$ cat config.mk
export PLATFORM = sky130hd
export DESIGN_NAME = onpd_fifo
export DESIGN_NICKNAME = d
export VERILOG_FILES = /design/src/rtl/onpd_fifo.sv
export SDC_FILE = /design/constraint.sdc
export NUM_CORES = 1
export LEC_CHECK = 0
export BUFFER_PORTS_ARGS = -buffer_cell sky130_fd_sc_hd__buf_2
export CAP_MARGIN = 0
export CORE_MARGIN = 2
export CORE_UTILIZATION = 25
export CTS_CLUSTER_SIZE = 30
export DETAILED_ROUTE_END_ITERATION = 8
export GPL_TIMING_DRIVEN = 0
export PLACE_DENSITY = 0.52
export SLEW_MARGIN = 30
export SYNTH_ARGS = -nofsm -noshare
export SYNTH_HDL_FRONTEND = slang
export SYNTH_SLANG_ARGS = --single-unit
$ cat constraint.sdc
create_clock -name clk -period 2.3 [get_ports clk]
set_input_delay 0.345 -clock clk [delete_from_list [all_inputs] [get_ports clk]]
set_output_delay 0.345 -clock clk [all_outputs]
set_load 0.02 [all_outputs]
$ cat src/rtl/onpd_fifo.sv
`timescale 1ns / 1ps
// ----------------------------------------------------------------------------
// onpd_fifo: small register queue
// Holds finished blocks between the sample front end and the level back end.
// ----------------------------------------------------------------------------
module onpd_fifo #(
    parameter int WIDTH = 8,
    parameter int DEPTH = 4
) (
    input  logic             clk,
    input  logic             rst_n,
    input  logic             wr_en,
    input  logic [WIDTH-1:0] wr_data,
    output logic             full,
    input  logic             rd_en,
    output logic [WIDTH-1:0] rd_data,
    output logic             empty
);

    localparam int AW = (DEPTH > 1) ? $clog2(DEPTH) : 1;

    logic [WIDTH-1:0] mem_reg [DEPTH];
    logic [AW-1:0]    wr_ptr_reg, wr_ptr_next;
    logic [AW-1:0]    rd_ptr_reg, rd_ptr_next;
    logic [AW:0]      count_reg, count_next;
    logic             do_wr, do_rd;

    assign full    = (count_reg == (AW+1)'(DEPTH));
    assign empty   = (count_reg == '0);
    assign do_wr   = wr_en && !full;
    assign do_rd   = rd_en && !empty;
    assign rd_data = mem_reg[rd_ptr_reg];

    always_comb
    begin
        wr_ptr_next = wr_ptr_reg;
        rd_ptr_next = rd_ptr_reg;
        count_next  = count_reg;
        if (do_wr)
        begin
            wr_ptr_next = (wr_ptr_reg == AW'(DEPTH - 1)) ? '0 : wr_ptr_reg + 1'b1;
        end
        if (do_rd)
        begin
            rd_ptr_next = (rd_ptr_reg == AW'(DEPTH - 1)) ? '0 : rd_ptr_reg + 1'b1;
        end
        if (do_wr && !do_rd)
        begin
            count_next = count_reg + 1'b1;
        end
        else if (do_rd && !do_wr)
        begin
            count_next = count_reg - 1'b1;
        end
    end

    always_ff @(posedge clk or negedge rst_n)
    begin
        if (!rst_n)
        begin
            wr_ptr_reg <= '0;
            rd_ptr_reg <= '0;
            count_reg  <= '0;
        end
        else
        begin
            wr_ptr_reg <= wr_ptr_next;
            rd_ptr_reg <= rd_ptr_next;
            count_reg  <= count_next;
        end
    end

    always_ff @(posedge clk)
    begin
        if (do_wr)
        begin
            mem_reg[wr_ptr_reg] <= wr_data;
        end
    end

endmodule

; Word level (Yosys, flattened, before mapping)
; Memory sizes are Yosys's and may differ from the RTL's.
; Index checks and enable logic that the tools add are counted.
[op_classes]
n_eq_ne = 3
muxes = 6
n_reduce_logical = 10
addsub = 4
[ops]
columns = operator, n
row1 = 2-to-1 mux 3 bit, 2
row2 = "adder 2 x 1 -> 2 bit, second input constant", 2
row3 = "equality test 2 bit, second input constant", 2
row4 = logical AND 1 bit, 4
row5 = zero test 1 bit, 4
row6 = 2-to-1 mux 2 bit, 2
row7 = "adder 3 x 1 -> 3 bit, second input constant", 1
row8 = "equality test 3 bit, second input constant", 1
row9 = zero test 3 bit, 1
row10 = "subtractor 3 x 1 -> 3 bit, second input constant", 1
row11 = 2-to-1 mux 1 bit, 2
row12 = nonzero test 2 bit, 1
[word_totals]
ram_bits = 32
in_bits = 12
memories = 1
elab_cells = 27
reg_bits = 7
out_inout_bits = 10
[mem_list]
columns = name, words, width, read_ports, rd_ports_with_merged_regs, write_ports, line_no
row1 = mem_reg, 4, 8, 1, 0, 1, 22  ; logic [WIDTH-1:0] mem_reg [DEPTH];

; Depth between registers and ports, before layout
[depth]
depth_word = 7
depth_mapped = 9
ltp_nobuf = 8

; Worst setup path before layout
; No wires, ideal clock.
[synth_path]
kind = flip-flop to flip-flop
from = reg count_reg[0]
to = reg count_reg[2]
period_less_slack_ns = 2.313
path_stages_with_launch = 9
required_ns = 2.221
setup_slack_ns = -0.013
arrival_time_ns = 2.234
path_buffers = 0
setup_ns = 0.079
path_cell_list = dfrtp_1 > nor3_1 > nand2b_4 > ha_1 > inv_1 > fa_1 > xor2_1 > nor2_1 > xor2_1
[synth_between]
elab_chain_len = 6
[synth_lines]
columns = element, line_no
row1 = "start, declared", 25  ; logic [AW:0] count_reg, count_next;
row2 = "start signal, assigned", 69  ; count_reg <= count_next;
row3 = zero test 3 bit *, 29  ; assign empty = (count_reg == '0);
row4 = net empty, 17  ; output logic empty
row5 = zero test 1 bit *, 31  ; assign do_rd = rd_en && !empty;
row6 = logical AND 1 bit *, 31
row7 = zero test 1 bit, 47  ; if (do_wr && !do_rd)
row8 = logical AND 1 bit, 47
row9 = 2-to-1 mux 3 bit / nonzero test 2 bit (equally long branches), --
; The timed path passes the listed nets; every way through them passes the cells marked *. The select of a mux whose other input is x is not followed.
; A chain may end at the register's enable or synchronous reset.

; Final worst setup path
[layout_path]
from = reg rd_ptr_reg[0]
to = out rd_data[3]
[layout_between]
elab_chain_len = 1
[layout_lines]
columns = element, line_no
row1 = "start, declared", 24  ; logic [AW-1:0] rd_ptr_reg, rd_ptr_next;
row2 = "start signal, assigned", 68  ; rd_ptr_reg <= rd_ptr_next;
row3 = memory read (4 x 8 bit), --
row4 = "end, declared", 16  ; output logic [WIDTH-1:0] rd_data,
; Every way passes these cells.

==> metrics.cfg <==
[worst_hold_path]
holdPathEnd = mem_reg[3][0]
hold_path_depth = 1
hp-start = wr_data[0]
hold_class = in2reg

[global_routing]
gr-total-overflow = 0
grt_pass1_wl_um = 4420
grtUsageTotal_pct = 8.54
antenna_found_initial = 0
grt_max_degree = 13
grt_pass1_vias = 881

[job]
maxCapViolCount = 0

[synthesis]
yosysMostFrequentCell = edfxtp_1
synthFlopType = edfxtp_1
seq_area_frac_synth_pct = 70.1
synth.area.top_cells = edfxtp_1 59%, mux4_2 11%, dfrtp_1 11%
syn_area_um2 = 1620
synth_top_area_share_pct = 59.3
syn_area_per_cell_um2 = 20.5
synth_commonest_cells = 32 x edfxtp_1, 8 x mux4_2, 7 x dfrtp_1
ys_types = 19
ys_ff_latch = 39
synthArstFlopShare_pct = 17.9
synth_edf_count = 32
synth.net_count = 98
yosysTopAreaCell = edfxtp_1
yosys_warnings = 0
synthCells = 79

[timing]
worst_pin_slew_ns = 0.549
max_slew_margin_pct = 63.4
finalCriticalPeriod_ns = 2.02
rsz0062_at_grt = no
fin_ws_ns = 0.281
setup_viol = 0
period_share_pct = 87.8
max_freq_ghz = 0.495
tns_ns = 0
drv_slew = 0
finalHoldViolCount = 0
finClkSkew_ns = 0.00669
whs_ns = 0.267

[routing]
routed_via_density = 4.11
dr.first_iter.drc_count = 12
route.detailed.drc = 0
vias = 764
drt-total-wl_um = 2750
detail_route.wl_per_cell_um = 14.8
drt-pass1-iter-count = 4
ant_nets = 0

[critical_path]
r2r_end = count_reg[2]
cp.required_ns = 1.96
path_common_cell = buf_2
rrSetupSlack_ns = 0.29
critPathMaxFanout = 10
crit_chain = buf_2 -> mux4_2 -> buf_2
crit_arrival_ns = 1.67
critical_path_buf_inv_count = 2
crit_slowest_cell = mux4_2
rr_startpoint = count_reg[2]
reg2reg_depth = 9
startpoint_type = flip-flop
cp_num_cells = 3
critPathCaptureType = output pin
max_stage_delay_ns = 0.55
cp_top_family = multiplexers
crit_type = reg2out

[die]
die_area_um2 = 7140
die_h_um = 84.5
initial_core_util_pct = 25.7
io_pins = 22
num_rows = 29
die_w_um = 84.5
core_region_area_um2 = 6310

[clock_network]
ctsRootBufferMaster = clkbuf_8
cts_max_level = 2
cts_sinks = 39
clk_latency_ns = 0.29
clkTransAtPathRegs_ns = 0.08
numCtsBuffers = 5
post_cts_resized = 0
cts_max_path_buffers = 2
cts_tree = yes

[pwr]
pwr-share-comb_pct = 36.8
p_leak_nw = 0.730
power_frac_seq_pct = 41.9
power.density_nw_per_um2 = 1290
clockPowerShare_pct = 21.3
internal-power_mw = 1.70
switching_share_pct = 32.7
switching_power_mw = 0.824
peakVddDrop_mv = 0.459

[layout]
regArea_um2 = 1140
largest_reg_flops = 32
fin_nets = 127
n_antenna_cell = 0
fillers = 636
drive_above_1_share_pct = 47.7
multi_input_area_um2 = 458
synthToLayoutAreaGrowth_pct = 20.3

[placement]
port_buffers = 21
place.gp.congestion = 0.757
dpl.hpwl_um = 1900
place_ws_ns = 0.285

[status]
status = complete, no violations

==> final cells by class <==
cell class	count	share of cell area [%]
Clock inverter	1	0.257
Clock buffer	7	5.52
Multi-Input combinational cell	34	23.5
Buffer	3	1.03
Tap cell	77	4.94
Inverter	3	0.578
Sequential cell	39	58.3
Timing Repair Buffer	22	5.90
==> how the worst max path moves through the flow <==
stage,from,to
4_1_cts,rd_ptr_reg[1],rd_data[3]
3_5_place_dp,count_reg[0],count_reg[1]
2_1_floorplan,count_reg[1],count_reg[2]
5_1_grt,count_reg[2],count_reg[2]
6_report,rd_ptr_reg[0],rd_data[3]
3_3_place_gp,count_reg[1],count_reg[1]
==> layout by cell type, fill, tap and decap left out <==
cell	Yosys	layout
ha_1	6	6
edfxtp_1	32	32
buf_6	1	1
dfrtp_1	7	7
xnor2_1	1	1
inv_1	3	3
mux2_4	2	2
mux2_2	3	3
nor2_1	3	3
buf_2	1	22
dlygate4sd3_1	0	1
fa_1	1	1
and2_2	4	4
buf_1	1	1
nor3_2	0	1
clkinv_2	0	1
nor2b_2	1	1
xor2_1	2	2
clkbuf_8	0	6
mux4_2	8	8
nor3b_4	1	1
clkbuf_16	0	1
nand2b_4	1	1
==> worst reg2reg max path, stage by stage (launching register included) <==
cell and delay, ns:
dfrtp_1 0.43, nor3b_4 0.18, nor2b_2 0.14, buf_6 0.14, ha_1 0.18, inv_1 0.07
fa_1 0.37, xor2_1 0.16, nor2_1 0.11, xor2_1 0.17
==> power by group through the flow <==
stage          combinational, mW  sequential (mW)  clock (mW)
2_1_floorplan              0.698             1.05           0
3_3_place_gp               0.917             1.06           0
3_5_place_dp               0.963             1.07           0
4_1_cts                    0.965             1.06       0.557
5_1_grt                     1.04             1.08       0.579
6_report                   0.929             1.06       0.536
==> logic make-up (layout without fill, tap and decap cells) <==
family                     count (synthesis)  in the layout  share of synthesized area (%)
buffers and inverters                      6             36                           1.93
muxes                                     13             13                           15.1
xor gates and xnor gates                   3              3                           1.62
DFF                                       39             39                           70.1
adders and majority gates                  7              7                           5.87
and+or+nand+nor                           11             11                           5.41
==> repair_timing <==
item | in CTS | in global routing
hold buffers | 1 | 0
setup endpoints to repair | 0 | 0
hold endpoints to repair | 7 | 0
setup buffers | 0 | 0
==> routing by layer <==
| layer | GRT usage (%) | part of all wire (%) | vias to the layer above |
|---|---|---|---|
| met1 | 8.70 | 38 | 379 |
| met2 | 14.2 | 51 | 22 |
| met5 | 0 | 0 | - |
| li1 | - | - | 356 |
| met4 | 4.62 | 2.4 | 0 |
| met3 | 4.33 | 8.2 | 7 |
==> stage by stage <==
step | instances | total power [mW] | util, % | area [µm²]
6_report | 186 | 2.52 | 30.9 | 1950
5_1_grt | 186 | 2.69 | 30.9 | 1950
4_1_cts | 186 | 2.58 | 30.9 | 1950
3_5_place_dp | 177 | 2.04 | 28.9 | 1830
3_3_place_gp | 177 | 1.97 | 28.9 | 1830
2_1_floorplan | 79 | 1.75 | - | 1630
Note: power is estimated with default switching activity, not from simulation.
