### src/rtl/onpd_pkg.sv
`timescale 1ns / 1ps
// ----------------------------------------------------------------------------
// onpd_pkg: shared types and constants of the null-symbol power-dip detector
// Field widths, the block transfer record, configuration bundle, register
// indexes and the back-end sequencer states.
// ----------------------------------------------------------------------------
package onpd_pkg;

    localparam int SAMPLE_BITS    = 16;
    localparam int MAX_BLOCK_LOG2 = 10;

    localparam int KLOG_W  = 4;                                // block_len_log2 register
    localparam int CNT_W   = MAX_BLOCK_LOG2 + 1;               // holds the block length itself
    localparam int MAG_W   = SAMPLE_BITS + 1;                  // |x|, -2^(n-1) included
    localparam int ACC_W   = MAX_BLOCK_LOG2 + SAMPLE_BITS + 1; // block sum of |I|+|Q|
    localparam int LVL_W   = SAMPLE_BITS + 1;                  // block mean, integer
    localparam int FRAC_W  = 16;                               // running level fraction
    localparam int RUN_W   = LVL_W + FRAC_W;                   // running level, Q17.16
    localparam int COEF_W  = 16;                               // beta and thresholds
    localparam int THR_FRAC  = 12;                             // thresholds are Q4.12
    localparam int CMP_SHIFT = FRAC_W + THR_FRAC;
    localparam int LHS_W   = LVL_W + CMP_SHIFT;                // block sum scaled for compare
    localparam int PROD_W  = RUN_W + COEF_W;                   // level times threshold
    localparam int DEC_W   = 8;
    localparam int DIP_W   = 16;

    localparam int QUEUE_DEPTH = 4;

    localparam int ADDR_W = 5;
    localparam int DATA_W = 32;

    // register indexes (byte address = 4 * index)
    localparam logic [2:0] REG_BLOCK_LEN_LOG2 = 3'd0;
    localparam logic [2:0] REG_AVG_DECIMATE   = 3'd1;
    localparam logic [2:0] REG_AVG_BETA       = 3'd2;
    localparam logic [2:0] REG_THRESH_START   = 3'd3;
    localparam logic [2:0] REG_THRESH_END     = 3'd4;

    localparam logic [KLOG_W-1:0] RST_BLOCK_LEN_LOG2 = 4'd4;
    localparam logic [DEC_W-1:0]  RST_AVG_DECIMATE   = 8'd1;
    localparam logic [COEF_W-1:0] RST_AVG_BETA       = 16'd62259;
    localparam logic [COEF_W-1:0] RST_THRESH_START   = 16'd1434;
    localparam logic [COEF_W-1:0] RST_THRESH_END     = 16'd3072;

    typedef struct packed {
        logic signed [SAMPLE_BITS-1:0] sample_i;
        logic signed [SAMPLE_BITS-1:0] sample_q;
        logic                          search_enable;
        logic                          restart;
    } sample_t;

    typedef struct packed {
        logic [DIP_W-1:0] dip_length;
        logic [LVL_W-1:0] level_average;
        logic [LVL_W-1:0] block_level;
    } result_t;

    // one finished block, front to back
    typedef struct packed {
        logic [ACC_W-1:0]  acc;       // sum of |I|+|Q|
        logic [KLOG_W-1:0] klog;      // block length log2 in force
        logic [CNT_W-1:0]  n_search;  // samples with search enabled
        logic              search;    // search enable of the closing sample
        logic              restart;   // a restart fell inside the block
    } block_evt_t;

    // effective configuration (clamped)
    typedef struct packed {
        logic [KLOG_W-1:0] klog;
        logic [DEC_W-1:0]  dec;
        logic [COEF_W-1:0] beta;
        logic [COEF_W-1:0] t_start;
        logic [COEF_W-1:0] t_end;
    } cfg_t;

    typedef enum logic [2:0] {
        ST_IDLE,
        ST_MUL,
        ST_SUM,
        ST_UPD,
        ST_THR,
        ST_CMP
    } back_state_t;

endpackage

### src/rtl/onpd_front.sv
`timescale 1ns / 1ps
// ----------------------------------------------------------------------------
// onpd_front: sample front end
// Sums |I|+|Q| per block, counts search samples, notes restarts and hands
// each finished block to the queue.
// ----------------------------------------------------------------------------
module onpd_front
    import onpd_pkg::*;
(
    input  logic              clk,
    input  logic              rst_n,
    input  logic              push,
    input  logic              q_full,
    input  sample_t           sample,
    input  logic [KLOG_W-1:0] klog,
    output logic              evt_push,
    output block_evt_t        evt
);

    function automatic logic [MAG_W-1:0] mag_of(input logic [SAMPLE_BITS-1:0] v);
        logic [MAG_W-1:0] ext;
        begin
            ext = {v[SAMPLE_BITS-1], v};
            mag_of = v[SAMPLE_BITS-1] ? (~ext + 1'b1) : ext;
        end
    endfunction

    logic [ACC_W-1:0] acc_reg, acc_next;
    logic [CNT_W-1:0] cnt_reg, cnt_next;
    logic [CNT_W-1:0] srch_reg, srch_next;
    logic             rst_seen_reg, rst_seen_next;

    logic             accept;
    logic [ACC_W-1:0] acc_sum;
    logic [CNT_W-1:0] cnt_inc;
    logic [CNT_W-1:0] srch_inc;
    logic [CNT_W-1:0] blk_len;
    logic             blk_end;
    logic             rst_any;

    assign accept   = push && !q_full;
    assign acc_sum  = acc_reg + ACC_W'(mag_of(sample.sample_i)) + ACC_W'(mag_of(sample.sample_q));
    assign cnt_inc  = cnt_reg + 1'b1;
    assign srch_inc = srch_reg + CNT_W'(sample.search_enable);
    assign blk_len  = CNT_W'(1) << klog;
    // also closes a block at once when the length was lowered mid-block
    assign blk_end  = (cnt_inc >= blk_len);
    assign rst_any  = rst_seen_reg || sample.restart;

    assign evt_push     = accept && blk_end;
    assign evt.acc      = acc_sum;
    assign evt.klog     = klog;
    assign evt.n_search = srch_inc;
    assign evt.search   = sample.search_enable;
    assign evt.restart  = rst_any;

    always_comb
    begin
        acc_next      = acc_reg;
        cnt_next      = cnt_reg;
        srch_next     = srch_reg;
        rst_seen_next = rst_seen_reg;
        if (accept)
        begin
            if (blk_end)
            begin
                acc_next      = '0;
                cnt_next      = '0;
                srch_next     = '0;
                rst_seen_next = 1'b0;
            end
            else
            begin
                acc_next      = acc_sum;
                cnt_next      = cnt_inc;
                srch_next     = srch_inc;
                rst_seen_next = rst_any;
            end
        end
    end

    always_ff @(posedge clk or negedge rst_n)
    begin
        if (!rst_n)
        begin
            acc_reg      <= '0;
            cnt_reg      <= '0;
            srch_reg     <= '0;
            rst_seen_reg <= 1'b0;
        end
        else
        begin
            acc_reg      <= acc_next;
            cnt_reg      <= cnt_next;
            srch_reg     <= srch_next;
            rst_seen_reg <= rst_seen_next;
        end
    end

endmodule

### config.mk
export PLATFORM = sky130hd
export DESIGN_NAME = onpd_front
export DESIGN_NICKNAME = d
export VERILOG_FILES = /design/src/rtl/onpd_pkg.sv /design/src/rtl/onpd_front.sv
export SDC_FILE = /design/constraint.sdc
export NUM_CORES = 1
export LEC_CHECK = 0
export ABC_AREA = 1
export BUFFER_PORTS_ARGS = -buffer_cell sky130_fd_sc_hd__buf_2
export CAP_MARGIN = 25
export CELL_PAD_IN_SITES_DETAIL_PLACEMENT = 1
export CELL_PAD_IN_SITES_GLOBAL_PLACEMENT = 1
export CORE_ASPECT_RATIO = 1.4
export CORE_UTILIZATION = 42
export CTS_BUF_LIST = sky130_fd_sc_hd__clkbuf_2 sky130_fd_sc_hd__clkbuf_4 sky130_fd_sc_hd__clkbuf_8
export DETAILED_ROUTE_END_ITERATION = 8
export PLACE_DENSITY_LB_ADDON = 0.1
export SYNTH_ARGS = -nofsm -noshare
export SYNTH_HDL_FRONTEND = slang
export SYNTH_SLANG_ARGS = --single-unit
### constraint.sdc
create_clock -name clk -period 5 [get_ports clk]
set_clock_uncertainty 0.1 [all_clocks]
set_input_delay 0.75 -clock clk [delete_from_list [all_inputs] [get_ports clk]]
set_output_delay 0.75 -clock clk [all_outputs]
set_load 0.01 [all_outputs]
# After elaboration in Yosys (flattened, before gate mapping)
# Cells that the tools add are included.
# word_totals
out_inout_bits	45
regBits	50
word_cells	24
# classes
bitwise_logic	2
n_lt_le_gt_ge	1
n_addsub	6
shifts	1
n_reduce_logical	4
n_mux	6
# ops
op	n
27-bit by 17-bit adder with 27-bit output	2
17-bit by 1-bit adder with 17-bit output, second input constant	2
17-bit 2-to-1 mux	2
17-bit NOT	2
27-bit 2-to-1 mux	1
11-bit 2-to-1 mux	2
11-bit by 1-bit adder with 11-bit output	1
11-bit by 1-bit adder with 11-bit output, second input constant	1
11-bit >= comparator	1
1-bit by 4-bit << shifter with 11-bit output, first input constant	1
1-bit logical AND	2
1-bit logical NOT	1
1-bit logical OR	1
1-bit 2-to-1 mux	1

# Depth between registers and ports, before layout
# depth
ltp_word	6
mapped_depth	24
depth_no_buf	24

# Worst setup path after synthesis
# Ideal clock, no wire load.
# synth_path
path_kind	input to output
startpoint	in sample[18] (netlist name)
endpoint	out evt[43] (netlist name)
cell_stages	20
arrival_ns	3.583
slack_ns	0.567
required_ns	4.150
path_cell_list	inv_1 -> ha_1 -> inv_1 -> nor2_1 -> nand3_1 -> nor3b_1 -> a21oi_1 -> xor2_1 -> inv_1 -> fa_1 -> inv_1 -> ha_1 -> nand2_1 -> nor2_2 -> nand2_1 -> nor3_1 -> nand2_1 -> nand2_1 -> nand2_1 -> and2_1
# synth_lines
element	line_no	text
start, declared	onpd_front.sv:14	input sample_t sample,
end, declared	onpd_front.sv:17	output block_evt_t evt

==> impl_metrics.yaml <==
status:
  status: "finished, final reports clean"
global_route:
  grt_pass1_wl_um: 28100
  first_global_vias: 6089
  grt_max_degree: 72
  grt_usage_pct: 25.10
  grt.overflow.total: 0
  antenna_found_initial: 0
cells_and_area:
  layout_commonest_cell: "nand2_1"
  stdcell_count: 1108
  syn_to_final_growth_pct: 15.38
  layout.nets: 1047
  mostFrequentLayoutCells: "nand2_1, inv_1, buf_2"
  antenna_cells_inserted: 0
  drive_above_1_share_pct: 16.44
  largest_register_ffs: 27
synthesis:
  synthMuxAreaShare_pct: 0
  synth-async-reset-ratio_pct: 100.0
  synth_top_family_by_area: "simple AND/OR/NAND/NOR gates"
  synth_xor_area_share_pct: 8.599
  synth_cells: 873
  synthAdderAreaFrac_pct: 13.88
  synth_edf_count: 0
  syn_area_um2: 5573
  syn_avg_cell_area_um2: 6.384
  synth_compound_area_share_pct: 5.052
  synth.distinct_cells: 36
  postSynthRegisterBits: 50
  ys.flop_type: "dfrtp_1"
  synth-simple-area-share_pct: 35.23
  synth_warnings: 0
  seq_area_frac_synth_pct: 22.45
die:
  pin_count: 87
  die_area_um2: 13740
  start_util_pct: 43.28
  die_width_um: 99.36
  core_um2: 12870
  rows: 49
  die_h_um: 138.3
detailed_routing:
  routed_wl_um: 16260
  vias: 5607
  met1Wirelength_um: 6648
  drt_iter0_markers: 145
  drt.antenna.violating_nets: 0
  dr.pass1.iters: 4
  wl_per_cell_um: 14.67
  routed.top_layer: "met4"
  route.met2.wl_um: 8838
  drc: 0
  viasPerCell: 5.060
  dr_wl_met3_um: 345
power_and_ir_drop:
  p_per_area_nw_per_um2: 486.7
  leakagePower_uw: 0.003711
  max-vdd-ir-drop_mv: 0.2215
timing:
  finalSetupTns_ps: 0
  rsz0062_at_grt: "yes"
  worst_slew_pin_slew_ps: 718.9
  finalHoldViolations: 0
  maxSlewViolCount: 0
  fin_crit_sh_pct: 95.11
  setup_violations: 0
  period_needed_ps: 4756
  slew_headroom_pct: 52.08
  fmax_mhz: 210.3
clocking:
  hold_buffers: 0
  clockRootBuffer: "clkbuf_8"
  post_cts_buffers: 0
  clockBufferDepth: 2
  cts.sinks: 50
  clk_latency_ps: 310
  htreeDepth: 2
  cts_made_buffers: 5
  clk_pin_slew_worst_paths_ps: 100
  cts_tree: "built"
critical_path:
  crit_buf_inv: 5
  cp.arrival_ps: 3910
  startpoint: "sample[19]"
  slowest_stage: "fa_1"
  cp_top_family: "simple AND/OR/NAND/NOR gates"
  r2r-start: "cnt_reg[0]"
  crit_top_cell: "nand2_1"
  crit_path_start_kind: "input port"
  cp_max_fo: 5
  slowest_delay_ps: 510
  crit_chain: "buf_2 -> inv_1 -> ha_2 -> inv_1 -> nor2_4 -> nand3_2 -> nor3b_4 -> a31oi_1 -> xnor2_1 -> fa_1 -> inv_1 -> ha_4 -> nand2_1 -> nor2_2 -> nand2_1 -> nor3_1 -> nand2_1 -> nand2_1 -> nand2_1 -> and2_1 -> buf_2"
  critPathKind: "in2out"
  crit_required_ps: 4150
  end_kind: "output port"
job:
  drv_cap: 0
worst_hold_path:
  hp-start: "rst_seen_reg"
  worstHoldPathType: "reg2reg"
placement:
  io_buffers: 86
  hpwl_um: 13280
  place.gp.congestion: 0.8491
  dp.cells: 1100
## final timing paths
| kind | endpoint | slack (ps) | cells after the start |
|---|---|---|---|
| min reg2reg | rst_seen_reg | 380 | 2 |
| max | evt[43] | 240 | 21 |
| max reg2reg | acc_reg[4] | 1800 | 16 |
| max in group asynchronous | acc_reg[16] | 3850 | 2 |
| min | rst_seen_reg | 380 | 2 |
| min in group asynchronous | cnt_reg[8] | 450 | 2 |
## repair_timing
item	CTS	global route
setup endpoints to repair	13	16
cloned	0	0
resized for setup	2	33
pin swaps	0	4
## cells in the mapped netlist, types with 7 or more instances
cell type | count | area share (%)
a21oi_1 | 16 | 1.4
buf_2 | 8 | 0.72
buf_4 | 7 | 0.94
dfrtp_1 | 50 | 22
fa_1 | 18 | 6.5
ha_1 | 33 | 7.4
inv_1 | 181 | 12
nand2_1 | 263 | 18
nand3_1 | 81 | 7.3
nand4_1 | 12 | 1.3
nor2_1 | 62 | 4.2
nor2_2 | 10 | 1.1
nor3_1 | 7 | 0.63
o21ai_0 | 30 | 2.7
xnor2_1 | 11 | 1.7
xor2_1 | 40 | 6.3
## worst min-delay path, delay by kind of cell, from the launching register on
kind / cells / cell delay [ps]
DFF: 1 / 350
and+or+nand+nor: 2 / 100
## metrics by stage
| stage | setup WS (ps) | cell area (µm²) | total power (µW) | hold WS, ps | util [%] |
|---|---|---|---|---|---|
| after CTS | 13.40 | 6276 | 3077 | 388.6 | 48.75 |
| after global placement | 51.59 | 6152 | 2677 | 354.3 | 47.78 |
| final | 244.5 | 6430 | 3130 | 382.2 | 49.94 |
| after detailed placement | -126.6 | 6152 | 2744 | 361.8 | 47.78 |
| after global routing | -51.86 | 6430 | 3456 | 414.1 | 49.94 |
| after floorplan | 567.2 | 5577 | 2012 | 341.0 | - |
## metal layers
layer | GRT usage, % | vias to the layer above
met3 | 2.326 | 24
li1 | - | 2801
met1 | 28.69 | 2694
met2 | 47.81 | 88
met4 | 8.514 | 0
met5 | 0 | -
## layout make-up
type                    instances  area (µm²)
clock buffers                   7       83.83
clock inverters                 1       30.03
fillers                      1761        6445
inverters                     183       686.9
multi-input cells             618        3681
flip-flops and latches         50        1251
well taps                     153       191.4
repair buffers                 96       505.5
## power by group
group	leakage (µW)	switching, µW	internal (µW)
Combinational	0.00298	1510	783
Clock	0.0000593	147	161
Sequential	0.000677	50.5	483
## kinds of logic (layout without fill, tap and decap cells)
logic type | after synthesis | in the layout
XOR/XNOR | 53 | 53
other | 1 | 2
flip-flops | 50 | 50
adder cells (fa/ha/maj) | 51 | 51
AND/OR/NAND/NOR | 458 | 458
buffers and inverters | 206 | 287
AO/OA/AOI/OAI | 54 | 54
Power figures use the tool's default switching activity.
